File: config.mk
export PLATFORM = sky130hd
export DESIGN_NAME = adab_fpu
export DESIGN_NICKNAME = d
export VERILOG_FILES = /design/src/sv/adab_pkg.sv /design/src/sv/adab_fpu.sv
export SDC_FILE = /design/constraint.sdc
export NUM_CORES = 2
export LEC_CHECK = 0
export ABC_CLOCK_PERIOD_IN_PS = 15800
export BUFFER_PORTS_ARGS = -buffer_cell sky130_fd_sc_hd__clkbuf_2
export CORE_MARGIN = 2
export CORE_UTILIZATION = 40
export DETAILED_ROUTE_END_ITERATION = 6
export GPL_TIMING_DRIVEN = 0
export PLACE_DENSITY_LB_ADDON = 0.12
export SYNTH_ARGS = -nofsm -noshare
export SYNTH_HDL_FRONTEND = slang
export SYNTH_SLANG_ARGS = --single-unit
export TNS_END_PERCENT = 50
File: constraint.sdc
create_clock -name clk -period 15.8 [get_ports clk]
set_input_delay 1.58 -clock clk [delete_from_list [all_inputs] [get_ports clk]]
set_output_delay 1.58 -clock clk [all_outputs]
set_load 0.02 [all_outputs]
File: src/sv/adab_pkg.sv
// Shared types, operation codes, microprogram and fp32 helpers for the AdaBelief update block.
// Used by adab_fpu and adabelief_param_update; depends on nothing else.
package adab_pkg;

  localparam logic [31:0] FP_ONE      = 32'h3F80_0000;
  localparam logic [31:0] FP_DNAN     = 32'hFFC0_0000;
  localparam logic [31:0] FP_QBIT     = 32'h0040_0000;
  localparam logic [31:0] BETA1_RESET = 32'h3F66_6666;
  localparam logic [31:0] BETA2_RESET = 32'h3F7F_BE77;
  localparam logic [31:0] ETA_RESET   = 32'h38D1_B717;
  localparam logic [31:0] EPS_RESET   = 32'h322B_CC77;

  localparam logic [1:0] CFG_BETA1 = 2'd0;
  localparam logic [1:0] CFG_BETA2 = 2'd1;
  localparam logic [1:0] CFG_ETA   = 2'd2;
  localparam logic [1:0] CFG_EPS   = 2'd3;

  localparam logic [4:0] UPC_MAIN = 5'd2;
  localparam logic [4:0] UPC_LAST = 5'd22;

  typedef enum logic [2:0] {
    FOP_ADD,
    FOP_SUB,
    FOP_MUL,
    FOP_DIV,
    FOP_SQRT
  } fop_t;

  typedef enum logic [4:0] {
    SRC_ONE, SRC_B1, SRC_B2, SRC_ETA, SRC_EPS, SRC_P1, SRC_P2,
    SRC_G, SRC_X, SRC_M, SRC_S,
    SRC_W0, SRC_W1, SRC_W2, SRC_W3, SRC_W4, SRC_W5, SRC_W6, SRC_W7
  } opnd_t;

  typedef struct packed {
    fop_t  op;
    opnd_t a;
    opnd_t b;
    opnd_t dst;
  } uop_t;

  // Steps 0 and 1 advance the beta powers; the update proper starts at UPC_MAIN.
  // The new moment ends in W4, the new second moment in W6 and the new parameter in W7.
  function automatic uop_t uop_at(input logic [4:0] pc);
    uop_t u;
    u = '{FOP_ADD, SRC_ONE, SRC_ONE, SRC_W0};
    case (pc)
      5'd0:  u = '{FOP_MUL,  SRC_P1,  SRC_B1,  SRC_P1};
      5'd1:  u = '{FOP_MUL,  SRC_P2,  SRC_B2,  SRC_P2};
      5'd2:  u = '{FOP_SUB,  SRC_ONE, SRC_P1,  SRC_W0};
      5'd3:  u = '{FOP_DIV,  SRC_ONE, SRC_W0,  SRC_W0};
      5'd4:  u = '{FOP_SUB,  SRC_ONE, SRC_P2,  SRC_W1};
      5'd5:  u = '{FOP_DIV,  SRC_ONE, SRC_W1,  SRC_W1};
      5'd6:  u = '{FOP_SUB,  SRC_ONE, SRC_B1,  SRC_W2};
      5'd7:  u = '{FOP_SUB,  SRC_ONE, SRC_B2,  SRC_W3};
      5'd8:  u = '{FOP_MUL,  SRC_B1,  SRC_M,   SRC_W4};
      5'd9:  u = '{FOP_MUL,  SRC_W2,  SRC_G,   SRC_W5};
      5'd10: u = '{FOP_SUB,  SRC_W4,  SRC_W5,  SRC_W4};
      5'd11: u = '{FOP_MUL,  SRC_W4,  SRC_W0,  SRC_W0};
      5'd12: u = '{FOP_ADD,  SRC_G,   SRC_W4,  SRC_W5};
      5'd13: u = '{FOP_MUL,  SRC_B2,  SRC_S,   SRC_W6};
      5'd14: u = '{FOP_MUL,  SRC_W3,  SRC_W5,  SRC_W7};
      5'd15: u = '{FOP_MUL,  SRC_W7,  SRC_W5,  SRC_W7};
      5'd16: u = '{FOP_ADD,  SRC_W6,  SRC_W7,  SRC_W6};
      5'd17: u = '{FOP_MUL,  SRC_W6,  SRC_W1,  SRC_W1};
      5'd18: u = '{FOP_SQRT, SRC_W1,  SRC_ONE, SRC_W1};
      5'd19: u = '{FOP_ADD,  SRC_W1,  SRC_EPS, SRC_W1};
      5'd20: u = '{FOP_DIV,  SRC_ETA, SRC_W1,  SRC_W1};
      5'd21: u = '{FOP_MUL,  SRC_W1,  SRC_W0,  SRC_W1};
      5'd22: u = '{FOP_SUB,  SRC_X,   SRC_W1,  SRC_W7};
      default: u = '{FOP_ADD, SRC_ONE, SRC_ONE, SRC_W0};
    endcase
    return u;
  endfunction

  function automatic logic [5:0] lzc48(input logic [47:0] x);
    logic [5:0] cnt;
    cnt = 6'd48;
    for (int i = 0; i < 48; i++) begin
      if (x[i]) cnt = 6'(47 - i);
    end
    return cnt;
  endfunction

  // Rounds to nearest even. mant[26] carries the leading one, mant[0] is sticky.
  function automatic logic [31:0] round_pack(input logic sgn, input logic signed [11:0] e,
                                             input logic [26:0] mant);
    logic [26:0] m;
    logic [26:0] back;
    logic [4:0] sh;
    logic [7:0] ef;
    logic inc;
    logic [30:0] pk;
    logic signed [11:0] shs;
    m = mant;
    ef = e[7:0];
    back = '0;
    sh = '0;
    shs = 12'sd1 - e;
    if (e >= 12'sd255) return {sgn, 8'hFF, 23'd0};
    if (e <= 12'sd0) begin
      ef = 8'd0;
      if (shs >= 12'sd27) begin
        m = {26'd0, |mant};
      end else begin
        sh = shs[4:0];
        m = mant >> sh;
        back = m << sh;
        m[0] = m[0] | (back != mant);
      end
    end
    inc = m[2] & (m[3] | m[1] | m[0]);
    pk = {ef, m[25:3]} + 31'(inc);
    return {sgn, pk};
  endfunction

endpackage

File: src/sv/adab_fpu.sv
// Shared fp32 unit: add, subtract and multiply round in a finish state, divide and
// square root work one bit a cycle. Depends on adab_pkg.
module adab_fpu (
  input  logic               clk,
  input  logic               rst,
  input  logic               start,
  input  adab_pkg::fop_t     op,
  input  logic [31:0]        a,
  input  logic [31:0]        b,
  output logic               done,
  output logic [31:0]        result
);
  import adab_pkg::*;

  typedef enum logic [1:0] {F_IDLE, F_ITER, F_FIN} fstate_t;

  fstate_t state;
  fop_t op_r;
  logic sign_r;
  logic signed [11:0] e_r;
  logic [47:0] prod_r;
  logic [27:0] sum_r;
  logic [23:0] nb_r;
  logic [24:0] rem_r;
  logic [27:0] quo_r;
  logic [47:0] sq_n, sq_res, sq_bit;
  logic [4:0] cnt;

  logic sa, sb, sbe, nan_a, nan_b, inf_a, inf_b, zero_a, zero_b;
  logic [7:0] exa, exb;
  logic [8:0] ea, eb;
  logic [23:0] ma, mb;
  logic spec;
  logic [31:0] spec_val;
  logic swap, eff_sub, sign_big;
  logic [8:0] e_big, e_small, dexp;
  logic [23:0] m_big, m_small;
  logic [27:0] bx, bal, bback, sum_c;
  logic [5:0] lza, lzb;
  logic [23:0] na, nbn;
  logic signed [11:0] sq_e;
  logic [24:0] sq_m;
  logic [47:0] trial;
  logic [24:0] rem_sub;
  logic [5:0] lz_fin;
  logic [47:0] norm48;
  logic [27:0] norm28;
  logic [47:0] sq_r;
  logic signed [11:0] e_fin;
  logic [31:0] fin_val;

  always_comb begin
    sa = a[31];
    sb = b[31];
    sbe = b[31] ^ (op == FOP_SUB);
    exa = a[30:23];
    exb = b[30:23];
    nan_a = (exa == 8'hFF) && (a[22:0] != 23'd0);
    nan_b = (exb == 8'hFF) && (b[22:0] != 23'd0);
    inf_a = (exa == 8'hFF) && (a[22:0] == 23'd0);
    inf_b = (exb == 8'hFF) && (b[22:0] == 23'd0);
    zero_a = (a[30:0] == 31'd0);
    zero_b = (b[30:0] == 31'd0);
    ea = (exa == 8'd0) ? 9'd1 : {1'b0, exa};
    eb = (exb == 8'd0) ? 9'd1 : {1'b0, exb};
    ma = {exa != 8'd0, a[22:0]};
    mb = {exb != 8'd0, b[22:0]};
    spec = 1'b1;
    spec_val = FP_DNAN;
    unique case (op)
      FOP_ADD, FOP_SUB: begin
        if (nan_a) spec_val = a | FP_QBIT;
        else if (nan_b) spec_val = b | FP_QBIT;
        else if (inf_a && inf_b && (sa != sbe)) spec_val = FP_DNAN;
        else if (inf_a) spec_val = a;
        else if (inf_b) spec_val = {sbe, b[30:0]};
        else if (zero_a && zero_b) spec_val = {sa & sbe, 31'd0};
        else if (zero_a) spec_val = {sbe, b[30:0]};
        else if (zero_b) spec_val = a;
        else spec = 1'b0;
      end
      FOP_MUL: begin
        if (nan_a) spec_val = a | FP_QBIT;
        else if (nan_b) spec_val = b | FP_QBIT;
        else if ((inf_a && zero_b) || (zero_a && inf_b)) spec_val = FP_DNAN;
        else if (inf_a || inf_b) spec_val = {sa ^ sb, 8'hFF, 23'd0};
        else if (zero_a || zero_b) spec_val = {sa ^ sb, 31'd0};
        else spec = 1'b0;
      end
      FOP_DIV: begin
        if (nan_a) spec_val = a | FP_QBIT;
        else if (nan_b) spec_val = b | FP_QBIT;
        else if ((inf_a && inf_b) || (zero_a && zero_b)) spec_val = FP_DNAN;
        else if (inf_a || zero_b) spec_val = {sa ^ sb, 8'hFF, 23'd0};
        else if (inf_b || zero_a) spec_val = {sa ^ sb, 31'd0};
        else spec = 1'b0;
      end
      FOP_SQRT: begin
        if (nan_a) spec_val = a | FP_QBIT;
        else if (zero_a) spec_val = a;
        else if (sa) spec_val = FP_DNAN;
        else if (inf_a) spec_val = a;
        else spec = 1'b0;
      end
      default: spec_val = FP_DNAN;
    endcase

    swap = b[30:0] > a[30:0];
    e_big = swap ? eb : ea;
    e_small = swap ? ea : eb;
    m_big = swap ? mb : ma;
    m_small = swap ? ma : mb;
    sign_big = swap ? sbe : sa;
    eff_sub = sa ^ sbe;
    dexp = e_big - e_small;
    bx = {1'b0, m_small, 3'b000};
    bal = '0;
    bback = '0;
    if (dexp >= 9'd28) begin
      bal = 28'd1;
    end else begin
      bal = bx >> dexp;
      bback = bal << dexp;
      bal[0] = bal[0] | (bback != bx);
    end
    sum_c = eff_sub ? ({1'b0, m_big, 3'b000} - bal) : ({1'b0, m_big, 3'b000} + bal);

    lza = lzc48({ma, 1'b1, 23'd0});
    lzb = lzc48({mb, 1'b1, 23'd0});
    na = ma << lza;
    nbn = mb << lzb;

    sq_m = {1'b0, ma << lza};
    sq_e = (exa == 8'd0) ? (-12'sd126 - 12'(lza)) : (12'(exa) - 12'sd127);
    if (sq_e[0]) begin
      sq_m = sq_m << 1;
      sq_e = sq_e - 12'sd1;
    end

    trial = sq_res + sq_bit;
    rem_sub = rem_r - {1'b0, nb_r};

    lz_fin = '0;
    norm48 = '0;
    norm28 = '0;
    sq_r = '0;
    e_fin = e_r;
    fin_val = '0;
    unique case (op_r)
      FOP_MUL: begin
        lz_fin = lzc48(prod_r);
        norm48 = prod_r << lz_fin;
        e_fin = e_r - 12'(lz_fin);
        fin_val = round_pack(sign_r, e_fin, {norm48[47:22], |norm48[21:0]});
      end
      FOP_ADD, FOP_SUB: begin
        lz_fin = lzc48({sum_r, 20'd0});
        norm28 = sum_r << lz_fin;
        e_fin = e_r - 12'(lz_fin);
        if (sum_r == 28'd0) fin_val = 32'd0;
        else fin_val = round_pack(sign_r, e_fin, {norm28[27:2], |norm28[1:0]});
      end
      FOP_DIV: begin
        if (quo_r[27]) begin
          fin_val = round_pack(sign_r, e_r,
                               {quo_r[27:2], |quo_r[1:0] | (rem_r != 25'd0)});
        end else begin
          e_fin = e_r - 12'sd1;
          fin_val = round_pack(sign_r, e_fin, {quo_r[26:1], quo_r[0] | (rem_r != 25'd0)});
        end
      end
      FOP_SQRT: begin
        sq_r = sq_res + 48'(sq_n > sq_res);
        if (sq_r[24]) begin
          sq_r = sq_r >> 1;
          e_fin = e_r + 12'sd1;
        end
        fin_val = {1'b0, e_fin[7:0], sq_r[22:0]};
      end
      default: fin_val = FP_DNAN;
    endcase
  end

  always_ff @(posedge clk) begin
    if (rst) begin
      state <= F_IDLE;
      done <= 1'b0;
      op_r <= FOP_ADD;
      cnt <= '0;
    end else begin
      done <= 1'b0;
      unique case (state)
        F_IDLE: begin
          if (start) begin
            op_r <= op;
            if (spec) begin
              result <= spec_val;
              done <= 1'b1;
            end else begin
              unique case (op)
                FOP_MUL: begin
                  sign_r <= sa ^ sb;
                  prod_r <= 48'(ma) * 48'(mb);
                  e_r <= 12'(ea) + 12'(eb) - 12'sd126;
                  state <= F_FIN;
                end
                FOP_DIV: begin
                  sign_r <= sa ^ sb;
                  nb_r <= nbn;
                  rem_r <= {1'b0, na};
                  quo_r <= '0;
                  e_r <= (12'(ea) - 12'(lza)) - (12'(eb) - 12'(lzb)) + 12'sd127;
                  cnt <= 5'd27;
                  state <= F_ITER;
                end
                FOP_SQRT: begin
                  sq_n <= 48'(sq_m) << 23;
                  sq_res <= '0;
                  sq_bit <= 48'd1 << 46;
                  e_r <= (sq_e >>> 1) + 12'sd127;
                  cnt <= 5'd23;
                  state <= F_ITER;
                end
                default: begin
                  sign_r <= sign_big;
                  sum_r <= sum_c;
                  e_r <= 12'(e_big) + 12'sd1;
                  state <= F_FIN;
                end
              endcase
            end
          end
        end
        F_ITER: begin
          if (op_r == FOP_DIV) begin
            if (rem_r >= {1'b0, nb_r}) begin
              quo_r <= {quo_r[26:0], 1'b1};
              rem_r <= {rem_sub[23:0], 1'b0};
            end else begin
              quo_r <= {quo_r[26:0], 1'b0};
              rem_r <= {rem_r[23:0], 1'b0};
            end
          end else begin
            if (sq_n >= trial) begin
              sq_n <= sq_n - trial;
              sq_res <= (sq_res >> 1) + sq_bit;
            end else begin
              sq_res <= sq_res >> 1;
            end
            sq_bit <= sq_bit >> 2;
          end
          cnt <= cnt - 5'd1;
          if (cnt == 5'd0) state <= F_FIN;
        end
        F_FIN: begin
          result <= fin_val;
          done <= 1'b1;
          state <= F_IDLE;
        end
        default: state <= F_IDLE;
      endcase
    end
  end

  assert property (@(posedge clk) disable iff (rst) done |-> state == F_IDLE)
    else $error("fpu done outside idle");
  assert property (@(posedge clk) disable iff (rst) state == F_FIN |=> done)
    else $error("fpu finish without done");
  assert property (@(posedge clk) disable iff (rst)
                   (state == F_ITER && op_r == FOP_SQRT) |-> $onehot(sq_bit))
    else $error("sqrt bit lost");

endmodule

==> flow_metrics.py <==
metrics = {
    "sta": {
        "fin_crit_sh_pct": 99.1,
        "hold_ws_ps": 493,
        "drv_slew": 50,
        "tightest_slew_ps": 1590,
        "relSlewSlack_pct": -6.89,
        "max_freq_ghz": 0.0639,
        "fin_skew_ps": 61.4,
        "final-setup-viol-count": 0,
        "period_minus_slack_ps": 15650,
        "finalHoldViolations": 0,
    },
    "cts": {
        "clkLatencyLatePin_ps": 670,
        "cts_tree": "done",
        "holdBufCountCts": 0,
        "path_clk_slew_ps": 70,
        "cts-root-buf": "clkbuf_16",
        "h-tree-depth": 2,
        "cts_buffers": 44,
        "cts.sinks": 329,
        "clk_path_buf_depth": 3,
    },
    "logic_synthesis": {
        "synth_area_leader_cell": "fa_1",
        "synth_edf_count": 318,
        "netlist_area_sq_um": 77200,
        "synthTopCellsByArea": "fa_1 (13%), edfxtp_1 (12%), ha_1 (8.6%), nand2_1 (6.0%), nor2_1 (4.5%)",
        "async_flop_share_pct": 0,
        "syn-num-nets": 11100,
        "seq_area_frac_synth_pct": 12.7,
        "postSynthCellCount": 9979,
        "synthFlopType": "edfxtp_1",
        "yosysWarnings": 0,
        "ys_ff_latch": 329,
        "synth_top_area_share_pct": 12.7,
        "syn_area_per_cell_sq_um": 7.74,
        "yosysUniqueCellTypes": 133,
    },
    "placement": {
        "gp_congestion": 1.11,
        "io_buffers": 100,
        "dpl.cell_count": 12600,
        "dpl.hpwl_um": 329000,
    },
    "cells_and_area": {
        "drive_gt1_share_pct": 7.42,
        "fillers": 19900,
        "final_cells": 12700,
        "final_util_pct": 43.3,
        "mostFrequentLayoutCells": "nand2_1 (1,236), nor2_1 (929), inv_1 (795)",
        "area_delta_synth_final_pct": 7.85,
        "nNetsFinal": 11300,
        "layout_commonest_cell": "nand2_1",
    },
    "setup_path": {
        "startpoint_type": "input pin",
        "timing.critical_path.from": "a[12]",
        "crit_fanout": 10,
        "max_stage_delay_ps": 780,
        "worstPathArrival_ps": 16050,
        "critical_path_class": "input pin to register",
        "cpMaxStageDelayCell": "fa_1",
        "timing.rr.start": "e_r[0]",
        "endpoint_kind": "register",
        "worst_ep_required_time_ps": 16200,
    },
    "status": {
        "violations": "design-rule violations, max-capacitance violations, max-slew violations",
        "status": "finished, violations left",
    },
    "global_route": {
        "grt_usage_pct": 40.4,
        "first_global_vias": 80500,
        "grt-ovfl-total": 0,
        "grt_pass1_wl_um": 586000,
        "antenna_found_initial": 20,
        "grt_max_degree": 29,
    },
    "routing": {
        "final_antenna_net_count": 0,
        "vias": 85100,
        "vias_per_cell": 6.68,
        "drtIter0Drc": 12000,
        "wirelength_um": 412000,
        "wl_per_cell_um": 32.3,
        "dr.pass1.iters": 7,
        "drc": 6,
    },
    "power_and_ir_drop": {
        "p_per_area_nw_per_um2": 181,
        "ir_worst_vdd_mv": 0.730,
        "p_leak_nw": 33.8,
    },
    "floorplan": {
        "die_w_um": 443,
        "core_area_sq_um": 192000,
        "design.die.area_sq_um": 197000,
        "io_pins": 103,
        "row_count": 161,
        "start_util_pct": 40.2,
        "die_y_um": 443,
    },
    "worst_hold_path": {
        "worst_hold_startpoint": "cnt[4]",
        "hold_class": "register to register",
    },
    "run": {
        "maxCapViolCount": 9,
    },
}
## path summary, 6_finish.rpt
kind          endpoint  slack, ps  depth (start not counted)
max          sum_r[24]        150                         53
min             cnt[4]        490                          1
max reg2reg  result[0]       2130                         33
min reg2reg     cnt[4]        490                          1
## report_power, final
group,leakage [nW],total (mW),switching (mW),internal (mW)
Sequential,3.02,1.52,0.0594,1.46
Clock,0.748,1.09,0.449,0.639
Combinational,30.0,12.4,7.87,4.56
## per-stage QoR
| step | total power, mW | TNS, ps | setup WS [ps] | cell area (sq um) |
|---|---|---|---|---|
| after floorplan | 9.47 | 0 | 3090 | 77200 |
| after global placement | 13.4 | -242970 | -4270 | 80900 |
| after detailed placement | 13.5 | -42920 | -2850 | 81200 |
| after CTS | 14.7 | 0 | 61.5 | 82900 |
| after global routing | 16.2 | -57.6 | -46.0 | 83200 |
| final | 15.0 | 0 | 149 | 83300 |
## cell usage after synthesis, types with 82 or more instances
master       n
o211ai_1    90
a31oi_1    121
buf_1       94
nor4_1      82
and2_1     251
o22ai_1     99
a21oi_1    598
a211oi_1   176
xnor2_1    284
xor2_1     137
a22oi_1    102
nor2_1     932
nand4_1     91
clkbuf_1   521
mux4_2     113
fa_1       490
a21o_1      98
nor3_1     227
nand3_1    245
mux2i_1    345
nand2_1   1236
ha_1       532
a221oi_1    88
o31ai_1    111
inv_1      797
edfxtp_1   318
mux2_2     105
o21ai_0    448
## final cells by class
type	instances	area, sq um	area share, %
repair buffers	146	956	1.15
clock buffers	54	1180	1.42
plain buffers	699	2850	3.43
diodes	14	35.0	0.0421
clock inverters	28	393	0.472
well taps	2526	3160	3.80
multi-input cells	8125	61800	74.2
flip-flops and latches	329	9770	11.7
inverters	822	3110	3.73
## sequential cells by signal, summed over array words and instances, names as in the netlist
register / cells
sq_res: 48
nb_r: 24
rem_r: 25
sum_r: 28
prod_r: 48
state: 2
sign_r: 1
op_r: 3
e_r: 12
result: 32
sq_bit: 24
quo_r: 28
sq_n: 48
done: 1
cnt: 5
## worst max-delay path: cells and delay by family
| family | cells | cell delay, ps |
|---|---|---|
| adders and majority gates | 4 | 1640 |
| and+or+nand+nor | 11 | 2090 |
| muxes | 2 | 900 |
| AOI/OAI and AO/OA | 20 | 5080 |
| xor gates and xnor gates | 1 | 100 |
| buffers and inverters | 15 | 4590 |
## kinds of logic after synthesis
family          share of synthesized area, %
xor+xnor                                4.84
mux                                     9.40
compound gates                          23.5
other cells                          0.00486
fa+ha+maj                               21.3
simple gates                            20.6
buf+inv                                 7.68
flops                                   12.7
## layer usage
| metal | global-route usage, % | vias up | share of wire [%] |
|---|---|---|---|
| met5 | 0.0488 | - | 0.025 |
| met4 | 25.2 | 16 | 7.6 |
| met3 | 10.8 | 1351 | 11 |
| met2 | 58.5 | 5903 | 41 |
| met1 | 53.3 | 41600 | 40 |
| li1 | - | 36300 | - |
## repair_timing
item,in CTS,in global routing
endpoints found under the setup margin,21,12
pin swaps,3,3
gates resized for setup,20,51
buffers inserted,8,7
Note: power is estimated with default switching activity, not from simulation.
